## src/hdl/utf8d_pkg.sv

```systemverilog
// shared types and constants of the utf-8 decoder
// used by utf8d_ctrl, utf8d_datapath and utf8_decoder_with_replacement_unit
`default_nettype none

package utf8d_pkg;

    localparam int unsigned CP_W = 21;

    localparam logic [CP_W-1:0] REPLACEMENT_CP = 21'h00FFFD;
    localparam logic [CP_W-1:0] MAX_SCALAR     = 21'h10FFFF;
    localparam logic [CP_W-1:0] SURROGATE_LO   = 21'h00D800;
    localparam logic [CP_W-1:0] SURROGATE_HI   = 21'h00DFFF;
    localparam logic [CP_W-1:0] MIN_TWO_BYTE   = 21'h000080;
    localparam logic [CP_W-1:0] MIN_THREE_BYTE = 21'h000800;
    localparam logic [CP_W-1:0] MIN_FOUR_BYTE  = 21'h010000;

    // resolution of the sequence at the head of the buffer
    typedef enum logic [2:0] {
        OC_EMPTY,  // nothing buffered
        OC_WAIT,   // sequence incomplete, stream goes on
        OC_CLEAR,  // sequence incomplete at stream end: one replacement, drop all
        OC_BAD,    // bad lead or failed sequence: one replacement, drop lead
        OC_GOOD    // valid sequence: code point, drop whole sequence
    } t_outcome;

    typedef enum logic {
        ST_IDLE,
        ST_EVAL
    } t_state;

    // commands from controller to datapath
    typedef struct packed {
        logic load;       // append accepted byte to the buffer
        logic advance;    // apply head resolution, hold its result
        logic push;       // move held result to the output register
        logic push_last;  // the pushed result ends the run of this byte
    } t_cmd;

    // status from datapath to controller
    typedef struct packed {
        t_outcome outcome;
        logic     held_valid;
        logic     out_free;
    } t_sts;

endpackage

`default_nettype wire

```

## src/hdl/utf8d_datapath.sv

```systemverilog
// byte buffer, head-of-buffer decode and result registers of the utf-8 decoder
// depends on utf8d_pkg
`default_nettype none

module utf8d_datapath
    import utf8d_pkg::*;
(
    input  wire logic            i_clk,
    input  wire logic            i_rst_n,
    input  wire t_cmd            i_cmd,
    output t_sts                 o_sts,
    input  wire logic [7:0]      i_byte,
    input  wire logic            i_last_byte,
    input  wire logic            i_out_ready,
    output logic                 o_out_valid,
    output logic [CP_W-1:0]      o_code_point,
    output logic                 o_last_of_run,
    output logic                 o_stream_end
);

    logic [7:0]      r_buf [4];
    logic [2:0]      r_count;
    logic [2:0]      n_count;
    logic            r_at_end;
    logic            r_held_valid;
    logic [CP_W-1:0] r_held_cp;
    logic            r_out_valid;
    logic [CP_W-1:0] r_out_cp;
    logic            r_out_last;
    logic            r_out_end;

    logic [7:0]      lead;
    logic [2:0]      seq_len;
    logic            cont_ok;
    logic [CP_W-1:0] seq_cp;
    logic            range_bad;
    t_outcome        outcome;
    logic [2:0]      drop;
    logic [CP_W-1:0] emit_cp;

    // lead byte class and announced length
    always_comb begin
        lead = r_buf[0];
        priority if (lead[7] == 1'b0) begin
            seq_len = 3'd1;
        end else if (lead[7:5] == 3'b110) begin
            seq_len = 3'd2;
        end else if (lead[7:4] == 4'b1110) begin
            seq_len = 3'd3;
        end else if (lead[7:3] == 5'b11110) begin
            seq_len = 3'd4;
        end else begin
            seq_len = 3'd0;
        end
    end

    // continuation bytes and assembled value
    always_comb begin
        cont_ok = 1'b1;
        for (int j = 1; j < 4; j++) begin
            if ((3'(j) < seq_len) && (r_buf[j][7:6] != 2'b10)) begin
                cont_ok = 1'b0;
            end
        end
        case (seq_len)
            3'd1:    seq_cp = {14'd0, lead[6:0]};
            3'd2:    seq_cp = {10'd0, lead[4:0], r_buf[1][5:0]};
            3'd3:    seq_cp = {5'd0, lead[3:0], r_buf[1][5:0], r_buf[2][5:0]};
            3'd4:    seq_cp = {lead[2:0], r_buf[1][5:0], r_buf[2][5:0], r_buf[3][5:0]};
            default: seq_cp = '0;
        endcase
        range_bad = ((seq_len == 3'd2) && (seq_cp < MIN_TWO_BYTE))
                 || ((seq_len == 3'd3) && (seq_cp < MIN_THREE_BYTE))
                 || ((seq_len == 3'd4) && (seq_cp < MIN_FOUR_BYTE))
                 || (seq_cp > MAX_SCALAR)
                 || ((seq_cp >= SURROGATE_LO) && (seq_cp <= SURROGATE_HI));
    end

    // resolution of the head sequence
    always_comb begin
        priority if (r_count == 3'd0) begin
            outcome = OC_EMPTY;
        end else if (seq_len == 3'd0) begin
            outcome = OC_BAD;
        end else if (r_count < seq_len) begin
            outcome = r_at_end ? OC_CLEAR : OC_WAIT;
        end else if (cont_ok && !range_bad) begin
            outcome = OC_GOOD;
        end else begin
            outcome = OC_BAD;
        end
        unique case (outcome)
            OC_GOOD:  drop = seq_len;
            OC_BAD:   drop = 3'd1;
            OC_CLEAR: drop = 3'd4;
            default:  drop = 3'd0;
        endcase
        emit_cp = (outcome == OC_GOOD) ? seq_cp : REPLACEMENT_CP;
        n_count = (drop >= r_count) ? 3'd0 : (r_count - drop);
    end

    // buffer contents and held result
    always_ff @(posedge i_clk) begin
        if (i_cmd.load) begin
            r_buf[r_count[1:0]] <= i_byte;
            r_at_end            <= i_last_byte;
        end else if (i_cmd.advance) begin
            r_held_cp <= emit_cp;
            case (drop)
                3'd1: begin
                    r_buf[0] <= r_buf[1];
                    r_buf[1] <= r_buf[2];
                    r_buf[2] <= r_buf[3];
                end
                3'd2: begin
                    r_buf[0] <= r_buf[2];
                    r_buf[1] <= r_buf[3];
                end
                3'd3: begin
                    r_buf[0] <= r_buf[3];
                end
                default: begin
                end
            endcase
        end
    end

    // output register payload
    always_ff @(posedge i_clk) begin
        if (i_cmd.push) begin
            r_out_cp   <= r_held_cp;
            r_out_last <= i_cmd.push_last;
            r_out_end  <= i_cmd.push_last & r_at_end;
        end
    end

    // fill count, held flag and output valid
    always_ff @(posedge i_clk) begin
        if (!i_rst_n) begin
            r_count      <= 3'd0;
            r_held_valid <= 1'b0;
            r_out_valid  <= 1'b0;
        end else begin
            if (i_cmd.load) begin
                r_count <= r_count + 3'd1;
            end else if (i_cmd.advance) begin
                r_count <= n_count;
            end
            if (i_cmd.advance) begin
                r_held_valid <= 1'b1;
            end else if (i_cmd.push) begin
                r_held_valid <= 1'b0;
            end
            if (i_cmd.push) begin
                r_out_valid <= 1'b1;
            end else if (i_out_ready) begin
                r_out_valid <= 1'b0;
            end
        end
    end

    assign o_sts.outcome    = outcome;
    assign o_sts.held_valid = r_held_valid;
    assign o_sts.out_free   = !r_out_valid || i_out_ready;

    assign o_out_valid   = r_out_valid;
    assign o_code_point  = r_out_cp;
    assign o_last_of_run = r_out_last;
    assign o_stream_end  = r_out_end;

endmodule

`default_nettype wire

```

## src/hdl/utf8d_ctrl.sv

```systemverilog
// controller of the utf-8 decoder: accepts bytes and sequences the buffer scan
// depends on utf8d_pkg
`default_nettype none

module utf8d_ctrl
    import utf8d_pkg::*;
(
    input  wire logic i_clk,
    input  wire logic i_rst_n,
    input  wire logic i_in_valid,
    output logic      o_in_ready,
    input  wire t_sts i_sts,
    output t_cmd      o_cmd
);

    t_state r_state;
    t_state n_state;
    logic   emits;

    // state register
    always_ff @(posedge i_clk) begin
        if (!i_rst_n) begin
            r_state <= ST_IDLE;
        end else begin
            r_state <= n_state;
        end
    end

    // next state and commands
    always_comb begin
        n_state    = r_state;
        o_cmd      = '0;
        o_in_ready = 1'b0;
        emits      = (i_sts.outcome == OC_GOOD) || (i_sts.outcome == OC_BAD)
                  || (i_sts.outcome == OC_CLEAR);
        unique case (r_state)
            ST_IDLE: begin
                o_in_ready = 1'b1;
                if (i_in_valid) begin
                    o_cmd.load = 1'b1;
                    n_state    = ST_EVAL;
                end
            end
            ST_EVAL: begin
                if (emits) begin
                    // a further result follows, so the held one is not last
                    if (!i_sts.held_valid || i_sts.out_free) begin
                        o_cmd.advance = 1'b1;
                        o_cmd.push    = i_sts.held_valid;
                    end
                end else if (i_sts.held_valid) begin
                    // no further result: the held one closes the run
                    if (i_sts.out_free) begin
                        o_cmd.push      = 1'b1;
                        o_cmd.push_last = 1'b1;
                        n_state         = ST_IDLE;
                    end
                end else begin
                    n_state = ST_IDLE;
                end
            end
            default: begin
                n_state = ST_IDLE;
            end
        endcase
    end

endmodule

`default_nettype wire

```

## src/hdl/utf8_decoder_with_replacement_unit.sv

```systemverilog
// top level of the utf-8 to utf-32 decoder with replacement characters
// depends on utf8d_pkg, utf8d_ctrl and utf8d_datapath
`default_nettype none

// Decodes a UTF-8 byte stream into code points, one byte per input transfer,
// with tlast marking the final byte of the stream. Malformed input (bad lead,
// bad continuation, overlong form, surrogate or value above U+10FFFF) yields
// U+FFFD for the lead byte, and the buffered bytes after it are rescanned; a
// stream that ends inside a sequence yields a single U+FFFD. Each output
// transfer carries one code point; tlast marks the last result caused by an
// input byte and tuser the last result of the stream. The scan resolves one
// buffered sequence head per cycle while the output register can take the
// held result, and each result is held until the next scan step shows
// whether it is the last one of its byte. Output stalls hold the scan; a
// new byte is taken while a result still waits in the output register.
module utf8_decoder_with_replacement_unit
    import utf8d_pkg::*;
(
    input  wire logic            i_clk,
    input  wire logic            i_rst_n,
    input  wire logic            i_s_axis_tvalid,
    output logic                 o_s_axis_tready,
    input  wire logic [7:0]      i_s_axis_tdata,   // [7:0] in_byte
    input  wire logic            i_s_axis_tlast,   // last_byte
    output logic                 o_m_axis_tvalid,
    input  wire logic            i_m_axis_tready,
    output logic [23:0]          o_m_axis_tdata,   // [20:0] code_point, [23:21] zero
    output logic                 o_m_axis_tlast,   // last_of_run
    output logic                 o_m_axis_tuser    // [0] stream_end
);

    t_cmd            cmd;
    t_sts            sts;
    logic [CP_W-1:0] code_point;

    utf8d_ctrl u_ctrl (
        .i_clk      (i_clk),
        .i_rst_n    (i_rst_n),
        .i_in_valid (i_s_axis_tvalid),
        .o_in_ready (o_s_axis_tready),
        .i_sts      (sts),
        .o_cmd      (cmd)
    );

    utf8d_datapath u_datapath (
        .i_clk         (i_clk),
        .i_rst_n       (i_rst_n),
        .i_cmd         (cmd),
        .o_sts         (sts),
        .i_byte        (i_s_axis_tdata),
        .i_last_byte   (i_s_axis_tlast),
        .i_out_ready   (i_m_axis_tready),
        .o_out_valid   (o_m_axis_tvalid),
        .o_code_point  (code_point),
        .o_last_of_run (o_m_axis_tlast),
        .o_stream_end  (o_m_axis_tuser)
    );

    assign o_m_axis_tdata = {3'd0, code_point};

    // end of stream is only flagged on the last result of a byte
    a_end_is_last: assert property (@(posedge i_clk) disable iff (!i_rst_n)
        o_m_axis_tvalid |-> (!o_m_axis_tuser || o_m_axis_tlast))
        else $error("stream end without last of run");

    // every emitted value is a unicode scalar
    a_scalar: assert property (@(posedge i_clk) disable iff (!i_rst_n)
        o_m_axis_tvalid |-> ((code_point <= MAX_SCALAR)
            && ((code_point < SURROGATE_LO) || (code_point > SURROGATE_HI))))
        else $error("emitted value is not a scalar");

    // an accepted byte is scanned before the next transfer is taken
    a_one_at_a_time: assert property (@(posedge i_clk) disable iff (!i_rst_n)
        (i_s_axis_tvalid && o_s_axis_tready) |=> !o_s_axis_tready)
        else $error("input taken during scan");

    // the buffer never sits full while waiting for input
    a_buffer_room: assert property (@(posedge i_clk) disable iff (!i_rst_n)
        o_s_axis_tready |-> (sts.outcome != OC_GOOD) && (sts.outcome != OC_BAD))
        else $error("resolvable sequence left in buffer");

endmodule

`default_nettype wire

```

## config.mk

```make
export PLATFORM = sky130hd
export DESIGN_NAME = utf8_decoder_with_replacement_unit
export DESIGN_NICKNAME = d
export VERILOG_FILES = /design/src/hdl/utf8d_pkg.sv /design/src/hdl/utf8d_datapath.sv /design/src/hdl/utf8d_ctrl.sv /design/src/hdl/utf8_decoder_with_replacement_unit.sv
export SDC_FILE = /design/constraint.sdc
export NUM_CORES = 1
export LEC_CHECK = 0
export ABC_CLOCK_PERIOD_IN_PS = 9100
export BUFFER_PORTS_ARGS = -buffer_cell sky130_fd_sc_hd__buf_2
export CAP_MARGIN = 20
export CORE_MARGIN = 3
export CORE_UTILIZATION = 28
export DETAILED_ROUTE_END_ITERATION = 10
export PLACE_DENSITY = 0.46
export SLEW_MARGIN = 10
export SYNTH_ARGS = -nofsm -noshare
export SYNTH_HDL_FRONTEND = slang
export SYNTH_SLANG_ARGS = --single-unit
```

## constraint.sdc

```tcl
create_clock -name i_clk -period 9.1 [get_ports i_clk]
set_input_delay 0 -clock i_clk [delete_from_list [all_inputs] [get_ports i_clk]]
set_output_delay 0 -clock i_clk [all_outputs]
set_load 0.02 [all_outputs]
```

Word-level counts from Yosys, hierarchy flattened:

Memories as Yosys holds them, arrays and structs flattened.
Cells that the tools add are included.

* bits in registers: 51
* input bits: 13
* memories kept: 1
* RAM bits: 32
* output and inout bits: 28

Memories
* u_datapath.r_buf: words 4, bits a word 8, rd ports 4, clocked after Yosys merged registers in 0, wr ports 3, RTL line utf8d_datapath.sv:21 `logic [7:0] r_buf [4];`

* bitwise gates (word level): 6
* multiplexer cells: 55
* $add $sub $neg: 2
* reduce and logical (&&, ||, !) cells: 26
* eq/ne operators: 16
* magnitude comparators: 11

Operators by type and width (count)
* $pmux 21 s4: 1
* $mux 3: 12
* $mux 8: 4
* $mux 1: 31
* $ge 21x16->1 const B: 1
* $gt 21x21->1 const B: 1
* $le 21x16->1 const B: 1
* $lt 21x12->1 const B: 1
* $lt 21x17->1 const B: 1
* $lt 21x8->1 const B: 1
* $eq 3x2->1 const B: 6
* $mux 2: 5
* $eq 3x3->1 const B: 3
* $pmux 3 s3: 1
* $logic_and 1x1->1: 8
* $logic_or 1x1->1: 8
* $reduce_or 8->1: 1
* $eq 3x1->1 const B: 2
* $logic_not 3->1: 2
* $lt 2x3->1 const A: 2
* $ne 2x2->1 const B: 3
* $reduce_bool 2->1: 3
* $eq 5x5->1 const B: 1
* $eq 4x4->1 const B: 1
* other kinds (11): 16

Longest topological paths before layout:

An unclocked memory read counts as a cell.

* word-level depth: 32
* gate-level depth with buffers: 20

Cells and area by module:

A second synthesis with hierarchy kept.

* cells, all modules: 343
* area total of the unflattened synthesis: 4171.5 um^2

By module, submodules not included
* utf8d_datapath: cells each 327, instances 1, area an instance 4047.6 um^2, seq. area each 2412.3 um^2
* utf8d_ctrl: cells each 12, instances 1, area an instance 97.6 um^2, seq. area each 20.0 um^2
* utf8_decoder_with_replacement_unit: cells each 4, instances 1, area an instance 26.3 um^2, seq. area each 0.0 um^2

Worst setup path before layout:

OpenSTA, ideal clock, no wires.

* kind: flip-flop to flip-flop
* start: mem u_datapath.r_buf[0][7]
* end: reg u_datapath.r_count[2]
* stages on the path, launching flop included: 21
* path slack: 5253 ps
* buffers on the path: 4
* data required time: 8981 ps
* arrival: 3728 ps
* clock period less this slack: 3847 ps
* setup time: 119 ps
* path through: edfxtp_1 -> buf_2 -> nand2_1 -> nor3_1 -> clkbuf_1 -> inv_1 -> ha_1 -> nand4_1 -> nand2_1 -> nand4_1 -> or3_1 -> buf_2 -> buf_2 -> ha_1 -> nor2b_1 -> o21ai_0 -> a21oi_1 -> and2_1 -> nor2_1 -> nor2_1 -> o221a_2

RTL lines
* start, declared: RTL line utf8d_datapath.sv:21
* end signal, assigned: RTL line utf8d_datapath.sv:145 `r_count <= r_count + 3'd1;`
* end signal, assigned: RTL line utf8d_datapath.sv:147 `r_count <= n_count;`
* end, declared: RTL line utf8d_datapath.sv:22 `logic [2:0] r_count;`

==> impl_metrics.yaml <==
yosys:
  netlist_instances: 353
  async_flop_share_pct: 0
  synthAdderAreaFrac_pct: 3.21
  synthDistinctLibCells: 58
  synth_simple_gate_area_share_pct: 15.6
  synth_mux_area_share_pct: 1.94
  synth_edf_count: 77
  avgSynthCellArea_um2: 11.7
  synth_compound_area_share_pct: 15.8
  yosysWarnings: 0
  synth_seq_cells: 83
  synthFlopType: "edfxtp_1"
  synth_area_um2: 4130
  synth-xor-area-share_pct: 0
  synth-seq-area-share_pct: 58.9
  synth_top_family_by_area: "compound AO/OA/AOI/OAI gates"
layout:
  final_cell_mix: "77 x edfxtp_1, 40 x nand2_1, 37 x buf_2"
  final_cell_count_no_fill: 581
  fillers: 1399
  multiInputGateArea_um2: 1530
  antenna_cells: 0
  area_growth_pct: 18.1
  final_common_cell: "edfxtp_1"
  nets: 419
  ff_latch_area_um2: 2430
  fin_area_um2: 4880
  layout-drive-gt1-share_pct: 15.5
floorplan:
  core_um2: 14100
  die_x_um: 127
  die_area_um2: 16200
  num_io_pins: 41
  fp.dieH_um: 127
  row_count: 43
  start_util_pct: 29.2
placed_design:
  postPlaceCellArea_um2: 4420
  place_congestion: 0.817
  dp.final_hpwl_um: 6890
  io_buffer_count: 37
  dpl.cell_count: 551
clock_tree:
  clockBufferDepth: 2
  cts_setup_buffers: 0
  clkSinkCount: 83
  h-tree-depth: 3
  path_clk_slew_ns: 0.06
  clk_latency_ns: 0.35
  numCtsBuffers: 9
  cts_tree: "done"
  cts_root_buf: "clkbuf_16"
power:
  leakagePower_nw: 1.70
  switching_share_pct: 24.7
  pwr-share-comb_pct: 12.6
  power.net_switching_mw: 0.239
  internal_power_mw: 0.728
  p_per_area_nw_per_um2: 198
  seqPwrFrac_pct: 47.8
  power_frac_clock_pct: 39.6
  peakVddDrop_mv: 0.0809
timing:
  tns_ns: 0
  setup_viol: 0
  clock_skew_ns: 0.00687
  rsz0062_at_grt: "no"
  finalHoldViolations: 0
  finalCritPeriodShare_pct: 49.8
  fmaxAchievable_mhz: 221
  fin_crit_ns: 4.53
  tightest_slew_ns: 0.868
  slew_headroom_pct: 42.1
  slew_viol_final: 0
route:
  totalWireLength_um: 9590
  drtAntennaViolNets: 0
  routedWlPerCell_um: 16.5
  drcViolationCount: 0
  dr_total_vias: 2975
  via_per_inst: 5.12
  drt_iter0_drc: 293
  dr.pass1.iters: 5
setup_path:
  cp_max_fo: 23
  r2r-start: "u_datapath.r_buf[0][7]"
  cp.arrival_ns: 4.80
  required_ns: 9.37
  startpoint_type: "register"
  critPathKind: "reg -> reg"
  crit_path_end_kind: "register"
  r2r_slack_ns: 4.57
  r2r_end: "u_datapath.r_count[1]"
  crit_path_start: "u_datapath.r_buf[0][7]"
  critPathCapture: "u_datapath.r_count[1]"
  worstRegToRegCells: 16
grt:
  overflow: 0
  grt_pass1_wl_um: 15700
  grt_max_degree: 28
  grt_pass1_vias: 2856
  globalRouteTotalUtil_pct: 12.5
  antenna_found_initial: 0
job:
  maxCapViolations: 0
run_status:
  status: "finished, final reports clean"
worst_hold_path:
  hold_depth: 2
  min_path_type: "in -> reg"
==> metrics by stage <==
stage          utilization (%)  hold slack, ns  setup slack (ns)  total power, mW
6_report                  34.5           0.361              4.57            0.966
5_1_grt                   34.5           0.376              4.10             1.01
4_1_cts                   34.4           0.353              4.10            0.975
3_5_place_dp              31.3           0.181              4.09            0.586
3_3_place_gp              31.3           0.180              4.29            0.585
2_1_floorplan                -          0.0989              5.25            0.555
==> area by class of cell <==
class,instances,area share [%]
Tap cell,180,4.62
Clock inverter,5,1.59
Clock buffer,11,4.77
Timing Repair Buffer,52,6.92
Inverter,12,0.923
Multi-Input combinational cell,238,31.3
Sequential cell,83,49.9
==> cell usage after synthesis (all sizes together), types with 7 or more instances <==
cell type  number  area share [%]
mux2i           8             1.9
nand3          23             2.8
o221a          10             2.7
clkbuf          7            0.64
ha              9             2.7
inv            12             1.1
buf            15             2.7
nor2           29             2.6
nand2          40             3.6
o21ai          18             2.2
edfxtp         77              56
a21oi          10             1.2
and3            7             1.1
a31oi           8             1.2
nor2b           9             1.4
==> logic make-up after synthesis <==
group / after synthesis
AND/OR/NAND/NOR: 130
AO/OA/AOI/OAI: 87
flip-flops: 83
buffers and inverters: 34
adder cells (fa/ha/maj): 10
multiplexers: 8
other: 1
==> critical path: stages (launching register included) <==
cell,delay [ns]
edfxtp_1,0.66
nand2_1,0.32
nor3_2,0.21
buf_4,0.27
inv_1,0.08
ha_1,0.29
nand4_1,0.11
nand2_1,0.15
nand4_1,0.22
or3_1,0.73
ha_1,0.46
nor2b_1,0.13
o21ai_0,0.08
a21oi_1,0.17
nand2_1,0.10
a311o_1,0.33
a21boi_0,0.15
==> power groups by stage <==
stage / sequential [mW] / combinational (mW) / clock, mW
floorplan: 0.458 / 0.0969 / 0
finish: 0.462 / 0.122 / 0.382
CTS: 0.461 / 0.122 / 0.392
global placement: 0.469 / 0.116 / 0
detailed placement: 0.469 / 0.117 / 0
global route: 0.464 / 0.137 / 0.410
==> registers in the layout, summed over array words and instances, names as in the netlist <==
| signal | count |
|---|---|
| u_datapath.o_last_of_run | 1 |
| u_datapath.r_buf | 32 |
| u_datapath.o_out_valid | 1 |
| u_datapath.o_code_point | 21 |
| u_datapath.r_held_valid | 1 |
| u_ctrl.r_state | 1 |
| u_datapath.r_held_cp | 21 |
| u_datapath.r_at_end | 1 |
| u_datapath.r_count | 3 |
| u_datapath.o_stream_end | 1 |
==> what timing repair did <==
action | CTS | global route
endpoints found under the setup margin | 0 | 0
hold endpoints to repair | 15 | 0
gates resized for setup | 0 | 0
hold buffers | 13 | 0
==> routing by layer <==
layer / up-vias / GRT usage, % / share of wire, %
met2: 114 / 18.4 / 44
li1: 1431 / - / -
met1: 1413 / 17.0 / 48
met4: 0 / 4.86 / 1.9
met5: - / 0 / 0
met3: 17 / 4.01 / 6.5
==> how the worst min path moves through the flow <==
stage                   startpoint                   to  slack (ns)
floorplan           i_s_axis_tlast  u_datapath.r_at_end         0.1
global placement    i_s_axis_tlast  u_datapath.r_at_end        0.18
detailed placement  i_s_axis_tlast  u_datapath.r_at_end        0.18
CTS                 i_s_axis_tlast  u_datapath.r_at_end        0.35
global route        i_s_axis_tlast  u_datapath.r_at_end        0.38
finish              i_s_axis_tlast  u_datapath.r_at_end        0.36
Power figures use the tool's default switching activity.
